`src/rtl/rcba_ram.sv`:
```
// Generic single-write, single-read RAM with registered read data.
module rcba_ram #(
  parameter int WIDTH = 8,
  parameter int DEPTH = 16
) (
  input  logic                     clk,
  input  logic                     we,
  input  logic [$clog2(DEPTH)-1:0] waddr,
  input  logic [WIDTH-1:0]         wdata,
  input  logic [$clog2(DEPTH)-1:0] raddr,
  output logic [WIDTH-1:0]         rdata
);

  logic [WIDTH-1:0] mem [DEPTH];
  logic [WIDTH-1:0] rdata_r;

  always_ff @(posedge clk) begin
    if (we) begin
      mem[waddr] <= wdata;
    end
    rdata_r <= mem[raddr];
  end

  assign rdata = rdata_r;

endmodule

```
`config.mk`:
```
export PLATFORM = sky130hd
export DESIGN_NAME = rcba_ram
export DESIGN_NICKNAME = d
export VERILOG_FILES = /design/src/rtl/rcba_ram.sv
export SDC_FILE = /design/constraint.sdc
export NUM_CORES = 1
export LEC_CHECK = 0
export BUFFER_PORTS_ARGS = -buffer_cell sky130_fd_sc_hd__buf_2
export CORE_MARGIN = 1.5
export CORE_UTILIZATION = 50
export DETAILED_ROUTE_END_ITERATION = 8
export GPL_TIMING_DRIVEN = 0
export PLACE_DENSITY = 0.71
export SYNTH_ARGS = -nofsm -noshare
export SYNTH_HDL_FRONTEND = slang
export SYNTH_SLANG_ARGS = --single-unit
export TNS_END_PERCENT = 20
```
`constraint.sdc`:
```
create_clock -name clk -period 1.5 [get_ports clk]
set_input_delay 0 -clock clk [delete_from_list [all_inputs] [get_ports clk]]
set_output_delay 0 -clock clk [all_outputs]
set_load 0.02 [all_outputs]
```
==> results.json <==
{
  "die_w_um": 104,
  "synth.avg_cell_area_um2": 22.5,
  "antenna_cells": 0,
  "synth_sequential_area_ratio_pct": 77.8,
  "track_usage_pct": 18.8,
  "yosys.cell_types.count": 19,
  "fin_crit_sh_pct": 94.7,
  "ys_warn_count": 0,
  "syn2layout_area_growth_pct": 18.4,
  "core-area_um2": 9860,
  "grt_max_degree": 17,
  "cts_setup_buffers": 0,
  "syn_nets": 247,
  "cts_root_buffer": "clkbuf_8",
  "grt_antenna_before_repair": 0,
  "endpoint_kind": "flip-flop",
  "nNetsFinal": 301,
  "cts_tree": "built",
  "synth-seq-cells": 136,
  "vdd_drop_max_mv": 0.588,
  "synthTopCellsByArea": "edfxtp_1 (75%), mux4_2 (7.9%), mux4_1 (7.1%)",
  "grt_pass1_wl_mm": 14.0,
  "tightest_slew_ns": 1.25,
  "p_per_area_nw_per_um2": 1380,
  "clk_pin_slew_ns": 0.06,
  "portBuffers": 24,
  "clkLatencyLatePin_ns": 0.50,
  "synth_flop_cell": "edfxtp_1",
  "htreeDepth": 4,
  "die_h_um": 104,
  "grt_overflow_total": 0,
  "drive_above_1_share_pct": 27.7,
  "fin_skew_ns": 0.00461,
  "dp.cells": 386,
  "clock_sinks": 136,
  "holdWs_ns": 0.0171,
  "instances_no_fill": 429,
  "pin_count": 26,
  "hpwlAfterDp_mm": 5.68,
  "grt_pass1_vias": 2327,
  "rows": 36,
  "clockBufferDepth": 2,
  "slew_headroom_pct": 16.1,
  "cp.required_ns": 1.88,
  "netlist_area_um2": 5150,
  "fmax_ghz": 0.704,
  "synthTopCellsByCount": "edfxtp_1 (128), mux4_2 (18), a22oi_1 (16), mux4_1 (14), nor2_1 (13)",
  "gp_congestion": 0.705,
  "rsz0062_at_grt": "false",
  "start_util_pct": 52.2,
  "maxCapViolCount": 0,
  "wl_mm": 9.31,
  "final_util_pct": 61.8,
  "finalSetupViolations": 0,
  "yosysMostFrequentCell": "edfxtp_1",
  "synth_top_area_share_pct": 74.7,
  "antenna_left": 0,
  "post-synth-top-area-cell": "edfxtp_1",
  "min-delay-path-class": "input port to flip-flop",
  "leakagePower_nw": 2.05,
  "drt_first_pass_iters": 4,
  "syn_inst": 229,
  "wl_per_cell_um": 21.7,
  "hold_viol": 0,
  "drv_slew": 0,
  "synth_edf_count": 128,
  "critical_path_class": "flip-flop to flip-flop",
  "fp.dieArea_um2": 10900,
  "cp_max_fo": 1,
  "layout_min_cycle_time_ns": 1.42,
  "drc": 0,
  "drt-initial-drc-count": 156,
  "vias": 2392,
  "ys_async_sr_fraction_pct": 0,
  "cts_buffers": 17,
  "status": "finished clean",
  "rrSetupSlack_ns": 0.08,
  "crit_arrival_ns": 1.80,
  "start_kind": "flip-flop",
  "viasPerCell": 5.58
}
worst max-delay path, stage by stage, from the launching register on:
cell and delay [ns]:
edfxtp_1 0.37, mux4_2 0.46, a22oi_1 0.38, nand2_1 0.08
logic make-up (layout without fill, tap and decap cells):
logic type | Yosys count | after routing | synth area share (%)
AO/OA/AOI/OAI | 16 | 16 | 2.33
multiplexers | 32 | 32 | 15.0
flip-flops | 136 | 136 | 77.8
AND/OR/NAND/NOR | 35 | 35 | 3.18
buffers and inverters | 10 | 77 | 1.68
path summary, 6_finish.rpt:
check             startpoint        to  cells after the start
hold / removal      raddr[1]  rdata[7]                      4
hold reg to reg    mem[0][3]  rdata[3]                      3
setup reg to reg   mem[8][7]  rdata[7]                      3
setup / recovery   mem[8][7]  rdata[7]                      3
power by group:
part | leakage (nW) | switching [mW] | total, mW | internal [mW]
Combinational | 0.562 | 0.261 | 0.448 | 0.188
Sequential | 1.22 | 0.0189 | 4.27 | 4.25
Clock | 0.261 | 1.39 | 3.71 | 2.31
Total | 2.05 | 1.67 | 8.42 | 6.75
stage by stage:
step                TNS, ns  instance area [um^2]  worst slack, ns  power, mW
floorplan                 0                  5150          0.00713       4.59
global placement     -11.32                  5430           -0.507       4.76
detailed placement   -12.16                  5430           -0.495       4.77
CTS                       0                  6070           0.0304       8.47
global route              0                  6090           0.0602       8.71
finish                    0                  6090           0.0794       8.42
cell usage in the layout, fill, tap and decap left out:
cell type | netlist | final
edfxtp_1 | 128 | 128
buf_2 | 3 | 27
mux4_2 | 18 | 18
a22oi_1 | 16 | 16
clkbuf_16 | 0 | 16
mux4_1 | 14 | 14
nor2_1 | 13 | 13
dlygate4sd3_1 | 0 | 11
nand2_1 | 9 | 9
dfxtp_1 | 8 | 8
clkbuf_8 | 0 | 4
clkbuf_1 | 0 | 4
clkinv_2 | 0 | 4
buf_6 | 3 | 3
clkdlybuf4s25_2 | 3 | 3
nor3_1 | 4 | 3
clkinvlp_4 | 0 | 3
nand3b_1 | 2 | 2
nand2b_1 | 2 | 2
nor2b_1 | 1 | 1
buf_4 | 1 | 1
and2_1 | 1 | 1
and2b_1 | 1 | 1
nand3_1 | 1 | 1
or3b_2 | 1 | 1
nor3_2 | 0 | 1
bufinv_16 | 0 | 1
registers in the layout (all words and copies together) (netlist names):
signal  flops
mem       128
rdata       8
layout make-up:
cell class                      count  area (um^2)
Timing Repair Buffer               35          230
Fill cell                         672         3770
Clock buffer                       24          470
Tap cell                          133          166
Buffer                             10         86.3
Sequential cell                   136         4000
Clock inverter                      8         72.6
Multi-Input combinational cell     83         1060
per-layer routing:
layer | share of wire (%) | wire (um) | GRT usage [%] | vias up
met1 | 41 | 3830 | 26.3 | 1208
met5 | 0 | 0 | 0 | -
met4 | 1.8 | 172 | 7.04 | 0
met3 | 7.0 | 649 | 5.14 | 11
met2 | 50 | 4660 | 28.4 | 88
li1 | - | - | - | 1085
timing repair:
item / 4_1_cts / 5_1_grt
setup endpoints to repair: 0 / 8
hold endpoints to repair: 129 / 8
hold buffers: 9 / 2
resized for setup: 0 / 1
No activity file was read; power rests on OpenSTA's default activity.
